## config.mk

```make
export PLATFORM = sky130hd
export DESIGN_NAME = usb_packet_decoder_unit
export DESIGN_NICKNAME = d
export VERILOG_FILES = /design/src/hw/rtl/upd_pkg.sv /design/src/hw/rtl/upd_front.sv /design/src/hw/rtl/upd_queue.sv /design/src/hw/rtl/upd_back.sv /design/src/hw/rtl/usb_packet_decoder_unit.sv
export VERILOG_INCLUDE_DIRS = /design/src /design/src/hw/rtl
export SDC_FILE = /design/constraint.sdc
export NUM_CORES = 1
export LEC_CHECK = 0
export BUFFER_PORTS_ARGS = -buffer_cell sky130_fd_sc_hd__buf_2
export CAP_MARGIN = 20
export CORE_ASPECT_RATIO = 1.4
export CORE_MARGIN = 8
export CORE_UTILIZATION = 45
export CTS_BUF_LIST = sky130_fd_sc_hd__clkbuf_8
export CTS_CLUSTER_DIAMETER = 40
export CTS_CLUSTER_SIZE = 28
export DETAILED_ROUTE_END_ITERATION = 8
export GPL_ROUTABILITY_DRIVEN = 0
export SKIP_LAST_GASP = 1
export SLEW_MARGIN = 20
export SYNTH_ARGS = -nofsm -noshare
export SYNTH_HDL_FRONTEND = slang
export SYNTH_SLANG_ARGS = --single-unit
```

## constraint.sdc

```tcl
create_clock -name aclk -period 6.75 [get_ports aclk]
set_clock_uncertainty 0.05 [all_clocks]
set_input_delay 0.3375 -clock aclk [delete_from_list [all_inputs] [get_ports aclk]]
set_output_delay 0.3375 -clock aclk [all_outputs]
set_load 0.02 [all_outputs]
```

## src/hw/rtl/usb_packet_decoder_unit_macros.svh

```systemverilog
// assertion macros shared by the usb packet decoder rtl
`ifndef USB_PACKET_DECODER_UNIT_MACROS_SVH
`define USB_PACKET_DECODER_UNIT_MACROS_SVH

// same-cycle implication, sampled on aclk, off during reset
`define UPD_ASSERT_IMPL(label, ante, cons, msg) \
    label: assert property (@(posedge aclk) disable iff (!aresetn) (ante) |-> (cons)) \
        else $error(msg);

// next-cycle implication, sampled on aclk, off during reset
`define UPD_ASSERT_NEXT(label, ante, cons, msg) \
    label: assert property (@(posedge aclk) disable iff (!aresetn) (ante) |=> (cons)) \
        else $error(msg);

`endif

```

## src/hw/rtl/upd_pkg.sv

```systemverilog
// types, constants and crc helpers for the usb packet decoder
package upd_pkg;

    localparam int unsigned MAX_PAYLOAD = 1024;
    localparam int unsigned QUEUE_DEPTH = 2;

    localparam logic [10:0] CNT_MAX = 11'h7FF;

    // full pid bytes, check nibble included
    localparam logic [7:0] PID_OUT   = 8'hE1;
    localparam logic [7:0] PID_IN    = 8'h69;
    localparam logic [7:0] PID_SOF   = 8'hA5;
    localparam logic [7:0] PID_SETUP = 8'h2D;
    localparam logic [7:0] PID_DATA0 = 8'hC3;
    localparam logic [7:0] PID_DATA1 = 8'h4B;
    localparam logic [7:0] PID_ACK   = 8'hD2;
    localparam logic [7:0] PID_NAK   = 8'h5A;
    localparam logic [7:0] PID_STALL = 8'h1E;

    localparam logic [1:0] ST_OK          = 2'd0;
    localparam logic [1:0] ST_SHORT       = 2'd1;
    localparam logic [1:0] ST_UNKNOWN_PID = 2'd2;
    localparam logic [1:0] ST_OVERSIZE    = 2'd3;

    localparam logic [1:0] KIND_TOKEN     = 2'd0;
    localparam logic [1:0] KIND_DATA      = 2'd1;
    localparam logic [1:0] KIND_HANDSHAKE = 2'd2;

    localparam logic [15:0] CRC16_INIT = 16'hFFFF;
    localparam logic [15:0] CRC16_POLY = 16'hA001;
    localparam logic [4:0]  CRC5_INIT  = 5'h1F;
    localparam logic [4:0]  CRC5_POLY  = 5'h14;

    typedef struct packed {
        logic [7:0] byte_value;
        logic       last_byte;
    } in_beat_t;

    typedef struct packed {
        logic [1:0]  status;
        logic [1:0]  packet_kind;
        logic [7:0]  pid_value;
        logic [6:0]  device_address;
        logic [3:0]  endpoint_number;
        logic [10:0] payload_length;
        logic        crc_ok;
    } result_t;

    // what the front hands over at the end of a packet
    typedef struct packed {
        logic [7:0]  pid;
        logic [10:0] len;
        logic [7:0]  token_low;
        logic [7:0]  token_high;
        logic [4:0]  crc5_part;
        logic [15:0] crc16;
        logic [7:0]  tail_new;
        logic [7:0]  tail_old;
    } pkt_summary_t;

    // reflected crc-16, one byte
    function automatic logic [15:0] crc16_update(input logic [15:0] c_in,
                                                 input logic [7:0] b);
        logic [15:0] c;
        c = c_in ^ {8'h00, b};
        for (int k = 0; k < 8; k++) begin
            if (c[0]) begin
                c = (c >> 1) ^ CRC16_POLY;
            end else begin
                c = c >> 1;
            end
        end
        return c;
    endfunction

    // reflected crc-5 over the eight low token bits
    function automatic logic [4:0] crc5_byte(input logic [4:0] c_in,
                                             input logic [7:0] b);
        logic [4:0] c;
        c = c_in;
        for (int k = 0; k < 8; k++) begin
            if (c[0] ^ b[k]) begin
                c = (c >> 1) ^ CRC5_POLY;
            end else begin
                c = c >> 1;
            end
        end
        return c;
    endfunction

    // last three token bits, then complement
    function automatic logic [4:0] crc5_finish(input logic [4:0] c_in,
                                               input logic [2:0] b);
        logic [4:0] c;
        c = c_in;
        for (int k = 0; k < 3; k++) begin
            if (c[0] ^ b[k]) begin
                c = (c >> 1) ^ CRC5_POLY;
            end else begin
                c = c >> 1;
            end
        end
        return c ^ CRC5_INIT;
    endfunction

endpackage

```

## src/hw/rtl/upd_front.sv

```systemverilog
// front end: takes packet beats, keeps per-packet state, emits a summary
`include "usb_packet_decoder_unit_macros.svh"

module upd_front
    import upd_pkg::*;
(
    input  logic         aclk,
    input  logic         aresetn,
    input  logic         s_valid,
    output logic         s_ready,
    input  in_beat_t     s_data,
    input  logic         q_full,
    output logic         push,
    output pkt_summary_t summary
);

    logic [10:0] count_reg, count_next, count_upd;
    logic [7:0]  first_reg, first_next, first_upd;
    logic [7:0]  tok_lo_reg, tok_lo_next, tok_lo_upd;
    logic [7:0]  tok_hi_reg, tok_hi_next, tok_hi_upd;
    logic [4:0]  crc5_reg, crc5_next, crc5_upd;
    logic [15:0] crc16_reg, crc16_next, crc16_upd;
    logic [7:0]  tail0_reg, tail0_next, tail0_upd;
    logic [7:0]  tail1_reg, tail1_next, tail1_upd;
    logic        beat;

    assign s_ready = !q_full;
    assign beat    = s_valid && s_ready;
    assign push    = beat && s_data.last_byte;

    always_comb begin
        count_upd = count_reg;
        first_upd = first_reg;
        tok_lo_upd = tok_lo_reg;
        tok_hi_upd = tok_hi_reg;
        crc5_upd = crc5_reg;
        crc16_upd = crc16_reg;
        tail0_upd = tail0_reg;
        tail1_upd = tail1_reg;
        if (beat) begin
            if (count_reg == 11'd0) begin
                first_upd = s_data.byte_value;
            end
            if (count_reg == 11'd1) begin
                tok_lo_upd = s_data.byte_value;
                crc5_upd = crc5_byte(CRC5_INIT, s_data.byte_value);
            end
            if (count_reg == 11'd2) begin
                tok_hi_upd = s_data.byte_value;
            end
            if (count_reg != 11'd0) begin
                tail1_upd = tail0_reg;
                tail0_upd = s_data.byte_value;
            end
            // the byte leaving the tail line joins the sum
            if (count_reg >= 11'd3) begin
                crc16_upd = crc16_update(crc16_reg, tail1_reg);
            end
            if (count_reg != CNT_MAX) begin
                count_upd = count_reg + 11'd1;
            end
        end
    end

    always_comb begin
        summary.pid        = first_upd;
        summary.len        = count_upd;
        summary.token_low  = tok_lo_upd;
        summary.token_high = tok_hi_upd;
        summary.crc5_part  = crc5_upd;
        summary.crc16      = crc16_upd;
        summary.tail_new   = tail0_upd;
        summary.tail_old   = tail1_upd;
    end

    always_comb begin
        if (push) begin
            count_next = '0;
            first_next = '0;
            tok_lo_next = '0;
            tok_hi_next = '0;
            crc5_next = CRC5_INIT;
            crc16_next = CRC16_INIT;
            tail0_next = '0;
            tail1_next = '0;
        end else begin
            count_next = count_upd;
            first_next = first_upd;
            tok_lo_next = tok_lo_upd;
            tok_hi_next = tok_hi_upd;
            crc5_next = crc5_upd;
            crc16_next = crc16_upd;
            tail0_next = tail0_upd;
            tail1_next = tail1_upd;
        end
    end

    always_ff @(posedge aclk) begin
        if (!aresetn) begin
            count_reg <= '0;
            first_reg <= '0;
            tok_lo_reg <= '0;
            tok_hi_reg <= '0;
            crc5_reg <= CRC5_INIT;
            crc16_reg <= CRC16_INIT;
            tail0_reg <= '0;
            tail1_reg <= '0;
        end else begin
            count_reg <= count_next;
            first_reg <= first_next;
            tok_lo_reg <= tok_lo_next;
            tok_hi_reg <= tok_hi_next;
            crc5_reg <= crc5_next;
            crc16_reg <= crc16_next;
            tail0_reg <= tail0_next;
            tail1_reg <= tail1_next;
        end
    end

    `UPD_ASSERT_NEXT(a_front_clear_after_last, push, (count_reg == 11'd0) && (crc16_reg == CRC16_INIT), "packet state not cleared after last beat")
    `UPD_ASSERT_IMPL(a_front_crc_idle_early, (count_reg < 11'd4), (crc16_reg == CRC16_INIT), "crc moved before payload")

endmodule

```

## src/hw/rtl/upd_queue.sv

```systemverilog
// short queue of packet summaries between front and back
`include "usb_packet_decoder_unit_macros.svh"

module upd_queue
    import upd_pkg::*;
(
    input  logic         aclk,
    input  logic         aresetn,
    input  logic         push,
    input  pkt_summary_t push_data,
    output logic         full,
    input  logic         pop,
    output logic         head_valid,
    output pkt_summary_t head
);

    localparam int PTR_W = (QUEUE_DEPTH > 1) ? $clog2(QUEUE_DEPTH) : 1;
    localparam int CNT_W = $clog2(QUEUE_DEPTH + 1);

    pkt_summary_t     entry_reg [QUEUE_DEPTH];
    logic [PTR_W-1:0] wr_ptr_reg, wr_ptr_next;
    logic [PTR_W-1:0] rd_ptr_reg, rd_ptr_next;
    logic [CNT_W-1:0] cnt_reg, cnt_next;

    assign full       = (cnt_reg == CNT_W'(QUEUE_DEPTH));
    assign head_valid = (cnt_reg != '0);
    assign head       = entry_reg[rd_ptr_reg];

    always_comb begin
        wr_ptr_next = wr_ptr_reg;
        rd_ptr_next = rd_ptr_reg;
        cnt_next = cnt_reg;
        if (push) begin
            wr_ptr_next = (wr_ptr_reg == PTR_W'(QUEUE_DEPTH - 1)) ? '0 : wr_ptr_reg + 1'b1;
        end
        if (pop) begin
            rd_ptr_next = (rd_ptr_reg == PTR_W'(QUEUE_DEPTH - 1)) ? '0 : rd_ptr_reg + 1'b1;
        end
        if (push && !pop) begin
            cnt_next = cnt_reg + 1'b1;
        end else if (pop && !push) begin
            cnt_next = cnt_reg - 1'b1;
        end
    end

    always_ff @(posedge aclk) begin
        if (!aresetn) begin
            wr_ptr_reg <= '0;
            rd_ptr_reg <= '0;
            cnt_reg <= '0;
        end else begin
            wr_ptr_reg <= wr_ptr_next;
            rd_ptr_reg <= rd_ptr_next;
            cnt_reg <= cnt_next;
        end
    end

    always_ff @(posedge aclk) begin
        if (push) begin
            entry_reg[wr_ptr_reg] <= push_data;
        end
    end

    `UPD_ASSERT_IMPL(a_queue_no_overflow, push, !full, "push into full queue")
    `UPD_ASSERT_IMPL(a_queue_no_underflow, pop, head_valid, "pop from empty queue")
    `UPD_ASSERT_IMPL(a_queue_count_range, 1'b1, (cnt_reg <= CNT_W'(QUEUE_DEPTH)), "queue count out of range")

endmodule

```

## src/hw/rtl/upd_back.sv

```systemverilog
// back end: decodes a packet summary into a result and holds it for the sink
`include "usb_packet_decoder_unit_macros.svh"

module upd_back
    import upd_pkg::*;
(
    input  logic         aclk,
    input  logic         aresetn,
    input  logic         head_valid,
    input  pkt_summary_t head,
    output logic         pop,
    output logic         m_valid,
    input  logic         m_ready,
    output result_t      m_data
);

    result_t     res;
    result_t     m_data_reg;
    logic        m_valid_reg, m_valid_next;
    logic [10:0] plen;

    assign pop     = head_valid && (!m_valid_reg || m_ready);
    assign m_valid = m_valid_reg;
    assign m_data  = m_data_reg;
    assign plen    = head.len - 11'd3;

    always_comb begin
        res = '0;
        res.pid_value = head.pid;
        unique case (head.pid)
            PID_OUT, PID_IN, PID_SOF, PID_SETUP: begin
                res.packet_kind = KIND_TOKEN;
                if (head.len < 11'd3) begin
                    res.status = ST_SHORT;
                end else begin
                    res.device_address = head.token_low[6:0];
                    res.endpoint_number = {head.token_high[2:0], head.token_low[7]};
                    res.crc_ok = (crc5_finish(head.crc5_part, head.token_high[2:0])
                                  == head.token_high[7:3]);
                end
            end
            PID_DATA0, PID_DATA1: begin
                res.packet_kind = KIND_DATA;
                if (head.len < 11'd3) begin
                    res.status = ST_SHORT;
                end else if (plen > 11'(MAX_PAYLOAD)) begin
                    res.status = ST_OVERSIZE;
                end else begin
                    res.payload_length = plen;
                    // crc arrives low byte first, so the newest byte is the high one
                    res.crc_ok = (plen == 11'd0)
                                 || ({head.tail_new, head.tail_old} == ~head.crc16);
                end
            end
            PID_ACK, PID_NAK, PID_STALL: begin
                res.packet_kind = KIND_HANDSHAKE;
                res.crc_ok = 1'b1;
            end
            default: begin
                res.status = ST_UNKNOWN_PID;
            end
        endcase
    end

    always_comb begin
        m_valid_next = m_valid_reg;
        if (pop) begin
            m_valid_next = 1'b1;
        end else if (m_ready) begin
            m_valid_next = 1'b0;
        end
    end

    always_ff @(posedge aclk) begin
        if (!aresetn) begin
            m_valid_reg <= 1'b0;
        end else begin
            m_valid_reg <= m_valid_next;
        end
    end

    always_ff @(posedge aclk) begin
        if (pop) begin
            m_data_reg <= res;
        end
    end

    `UPD_ASSERT_IMPL(a_back_oversize_clean, m_valid_reg && (m_data_reg.status == ST_OVERSIZE), (m_data_reg.payload_length == 11'd0) && !m_data_reg.crc_ok, "oversize result carries payload fields")
    `UPD_ASSERT_IMPL(a_back_length_bound, m_valid_reg, (m_data_reg.payload_length <= 11'(MAX_PAYLOAD)), "payload length above limit")
    `UPD_ASSERT_IMPL(a_back_unknown_clean, m_valid_reg && (m_data_reg.status == ST_UNKNOWN_PID), (m_data_reg.packet_kind == KIND_TOKEN) && !m_data_reg.crc_ok, "unknown pid result not cleared")

endmodule

```

## src/hw/rtl/usb_packet_decoder_unit.sv

```systemverilog
// top level of the usb packet decoder: front end, summary queue, back end
//
// The decoder takes one usb packet byte per beat on the s_ channel, pid byte
// first, with last_byte set on the final byte, and gives exactly one result
// beat on the m_ channel per packet: status, packet kind, raw pid, token
// address and endpoint, data payload length and crc validity. One byte is
// taken every clock cycle while the summary queue is not full; the running
// crc-16 is a byte-wide update that settles within that cycle, so packets can
// follow each other with no gap. A result passes through the summary queue
// and then the decode register before it appears on m_valid.
// The queue holds two packet summaries; s_ready drops only when it is full,
// which happens only while the sink holds m_ready low. The data crc covers
// just the payload: the two newest bytes sit in a tail line and are compared
// against the complemented crc at the end. Token crc-5 is split between the
// front (eight address/endpoint bits) and the back (last three bits).

module usb_packet_decoder_unit
    import upd_pkg::*;
(
    input  logic     aclk,
    input  logic     aresetn,
    input  logic     s_valid,
    output logic     s_ready,
    input  in_beat_t s_data,
    output logic     m_valid,
    input  logic     m_ready,
    output result_t  m_data
);

    // summary handover from the front
    logic         push;
    pkt_summary_t summary;
    logic         q_full;

    // queue head towards the back
    logic         head_valid;
    pkt_summary_t head;
    logic         pop;

    // front: byte accounting, pid and token capture, crc-16 and tail line
    upd_front u_front (
        .aclk    (aclk),
        .aresetn (aresetn),
        .s_valid (s_valid),
        .s_ready (s_ready),
        .s_data  (s_data),
        .q_full  (q_full),
        .push    (push),
        .summary (summary)
    );

    // decouples byte intake from result delivery
    upd_queue u_queue (
        .aclk       (aclk),
        .aresetn    (aresetn),
        .push       (push),
        .push_data  (summary),
        .full       (q_full),
        .pop        (pop),
        .head_valid (head_valid),
        .head       (head)
    );

    // back: classification, crc checks, registered result beat
    upd_back u_back (
        .aclk       (aclk),
        .aresetn    (aresetn),
        .head_valid (head_valid),
        .head       (head),
        .pop        (pop),
        .m_valid    (m_valid),
        .m_ready    (m_ready),
        .m_data     (m_data)
    );

endmodule
```

==> key figures <==
Logic synthesis
  • Mapped Avg Cell Area: 14.0 sq um
  • Synth Area in Adders: 0.00709
  • Post-synth EDFFs: 179
  • Synth warn: 0
  • Mux cell area share after synthesis: 0.0924
  • Syn Nets: 773
  • Gate Count Post-Synth: 754
  • Top_reg_cell synth: edfxtp_1
  • Synth Area in Compound Gates: 0.0320
  • Synthesized area: 10600 sq um
  • Sequential fraction of the synthesis area: 0.655
  • Area share of xor/xnor cells in the synthesized design: 0.0857
  • Simple-Gate Fraction of Synth Area: 0.114
  • FF+latch count, synth: 257
  • Number of library cell types mapped by synthesis: 56
  • Largest family of logic cells by synthesized area: simple AND/OR/NAND/NOR gates
  • Ys async rst share: 0

Critical path
  • Required time of the critical path: 6.95 ns
  • Critical Path Sink Type: flop
  • Worst path cell trace: buf_4 -> mux2_2 -> ha_1 -> nor4_2 -> xnor2_1 -> a21o_1 -> a211oi_2
  • Critical path arrival: 3.66 ns
  • CP Launch Type: flop
  • CP max stage cell: dfxtp_2
  • CP peak stage delay: 0.73 ns
  • WS Path Type: flop to flop
  • Worst-path fanout max: 45

CTS
  • Max clock buf depth: 3
  • CTS Buf Count: 24
  • Clk Latency, worst-skew pair: 0.54 ns
  • Hold buffer count at cts: 0
  • H-tree levels: 1
  • Sink Count: 257
  • Root Buffer Master: clkbuf_8
  • CTS tree: built
  • # resized after CTS: 0
  • Post-CTS Setup Bufs: 0
  • Clock transition at path regs: 0.09 ns

Layout
  • Max reg flops: 144
  • Ant diodes: 0
  • Area delta synth->final: 11.0%
  • Nets: 834
  • Fraction of layout cells with a size suffix above 1: 0.214
  • Post-layout util: 0.507
  • Most common library cell in the layout ignoring fill and taps: edfxtp_1
  • Most frequent cells in the layout: edfxtp_1, dfxtp_1, mux2_2

Floorplan
  • Initial Utilization: 0.456
  • Core ar.: 23200 sq um
  • IO Pins: 50
  • Die height: 197 um
  • Site row count: 66
  • Die area: 28800 sq um
  • Die W: 146 um

STA
  • Slew @ Worst Pin: 1.02 ns
  • Fmax: 0.289 GHz
  • Worst slew margin: 0.317
  • Slew Viols, Final: 0
  • Final Critical Period: 3.46 ns
  • Final Hold Vio Count: 0
  • Setup TNS: 0 ns
  • RSZ-0062 raised after global routing: no
  • Period utilization: 0.513
  • Final setup viols: 0

Drt
  • # DRC: 0
  • Routed WL: 19200 um
  • Initial DRT Pass Iterations: 4
  • Final antenna-violating net count: 0
  • Vias per cell: 5.02
  • DR iter-0 viols: 271
  • DR vias: 5720
  • Routed WL per cell: 16.8 um

Global routing
  • First-pass GRT wire length: 30800 um
  • GRT overflow: 0
  • Initial antenna violation count: 0
  • Vias in the first global route: 6090
  • Largest net degree at the start of global routing: 73
  • Global Route Usage Sum: 0.133

Power and ir drop
  • P per Cell Area: 324 nW/um^2
  • Leak: 4.20 nW
  • Maximum VDD drop: 0.000206 V

Placement
  • Dpl hpwl: 13200 um
  • Port Buf Inserts: 49

Run
  • Max-Cap Viols: 0

Run status
  • Status: completed

Min path
  • Worst Hold Class: input pin to flop
[worst max-delay path: cells and delay by family (launching register included)]
family	cells	cell delay, ns
AO/OA/AOI/OAI	2	0.41
XOR/XNOR	1	0.26
adder cells (fa/ha/maj)	1	0.27
buffers and inverters	1	0.58
flip-flops	1	0.73
multiplexers	1	0.42
AND/OR/NAND/NOR	1	0.43
[layout make-up]
class / count / area, sq um
clock buffers: 27 / 372
clock inverters: 17 / 188
fillers: 2018 / 11400
inverters: 11 / 41.3
multi-input cells: 465 / 3520
flip-flops and latches: 257 / 6940
well taps: 306 / 383
repair buffers: 56 / 310
[power by group]
group / leakage (nW) / total, mW / internal [mW] / switching (mW)
registers: 2.23 / 1.97 / 1.90 / 0.0781
clock network: 0.285 / 1.03 / 0.476 / 0.550
logic: 1.68 / 0.805 / 0.307 / 0.498
[metrics by stage]
| stage | instance area (sq um) | setup slack [ns] | total power [mW] | instances | hold WS, ns |
|---|---|---|---|---|---|
| 2_1_floorplan | 10600 | 2.09 | 2.60 | 754 | 0.382 |
| 3_3_place_gp | 11200 | 3.38 | 2.80 | 1094 | 0.391 |
| 3_5_place_dp | 11200 | 3.31 | 2.82 | 1094 | 0.405 |
| 4_1_cts | 11700 | 3.27 | 3.85 | 1138 | 0.00521 |
| 5_1_grt | 11800 | 3.06 | 3.99 | 1139 | 0.0112 |
| 6_report | 11800 | 3.29 | 3.81 | 1139 | 0.0363 |
[synth_stat cells (3+ instances only)]
cell type	number	area share
nor3_2	4	0.0038
mux2_2	60	0.064
nand2_1	37	0.013
ha_1	6	0.0071
nand4_1	7	0.0041
xnor2_1	44	0.036
clkbuf_1	11	0.0039
and2_1	55	0.032
edfxtp_1	179	0.51
nor4_1	6	0.0035
o21ai_0	12	0.0057
dfxtp_1	78	0.15
a22oi_1	3	0.0021
buf_2	7	0.0033
o211ai_1	4	0.0028
nor3_1	11	0.0052
and3_1	8	0.0047
o21ai_1	4	0.0019
mux2i_1	28	0.026
nand2b_1	23	0.014
nor2_1	42	0.015
a21oi_1	6	0.0028
xor2_1	57	0.047
inv_1	11	0.0039
nand3_1	12	0.0057
[logic make-up after synthesis]
group                      after synthesis
adders and majority gates                6
AOI/OAI and AO/OA                       49
and+or+nand+nor                        219
xor gates and xnor gates               102
DFF                                    257
muxes                                   89
buffers and inverters                   32
[layer usage]
metal	wire, um	up-vias	share of wire	track usage
met5	0	-	0	0
met4	475	0	0.025	0.0510
met3	784	33	0.041	0.0243
met2	10400	95	0.54	0.261
met1	7500	2773	0.39	0.137
li1	-	2819	-	-
[path summary, 6_finish.rpt]
| kind | from | end | slack, ns | cells past startpoint |
|---|---|---|---|---|
| setup reg to reg | flop | u_back.m_data[10] | 3.29 | 7 |
| setup / recovery | flop | u_back.m_data[10] | 3.29 | 7 |
| hold / removal | aresetn | u_queue.wr_ptr_reg | 0.04 | 2 |
| hold reg to reg | u_front.crc5_reg[1] | u_front.crc5_reg[1] | 0.42 | 2 |
(Power assumes the default switching activity.)
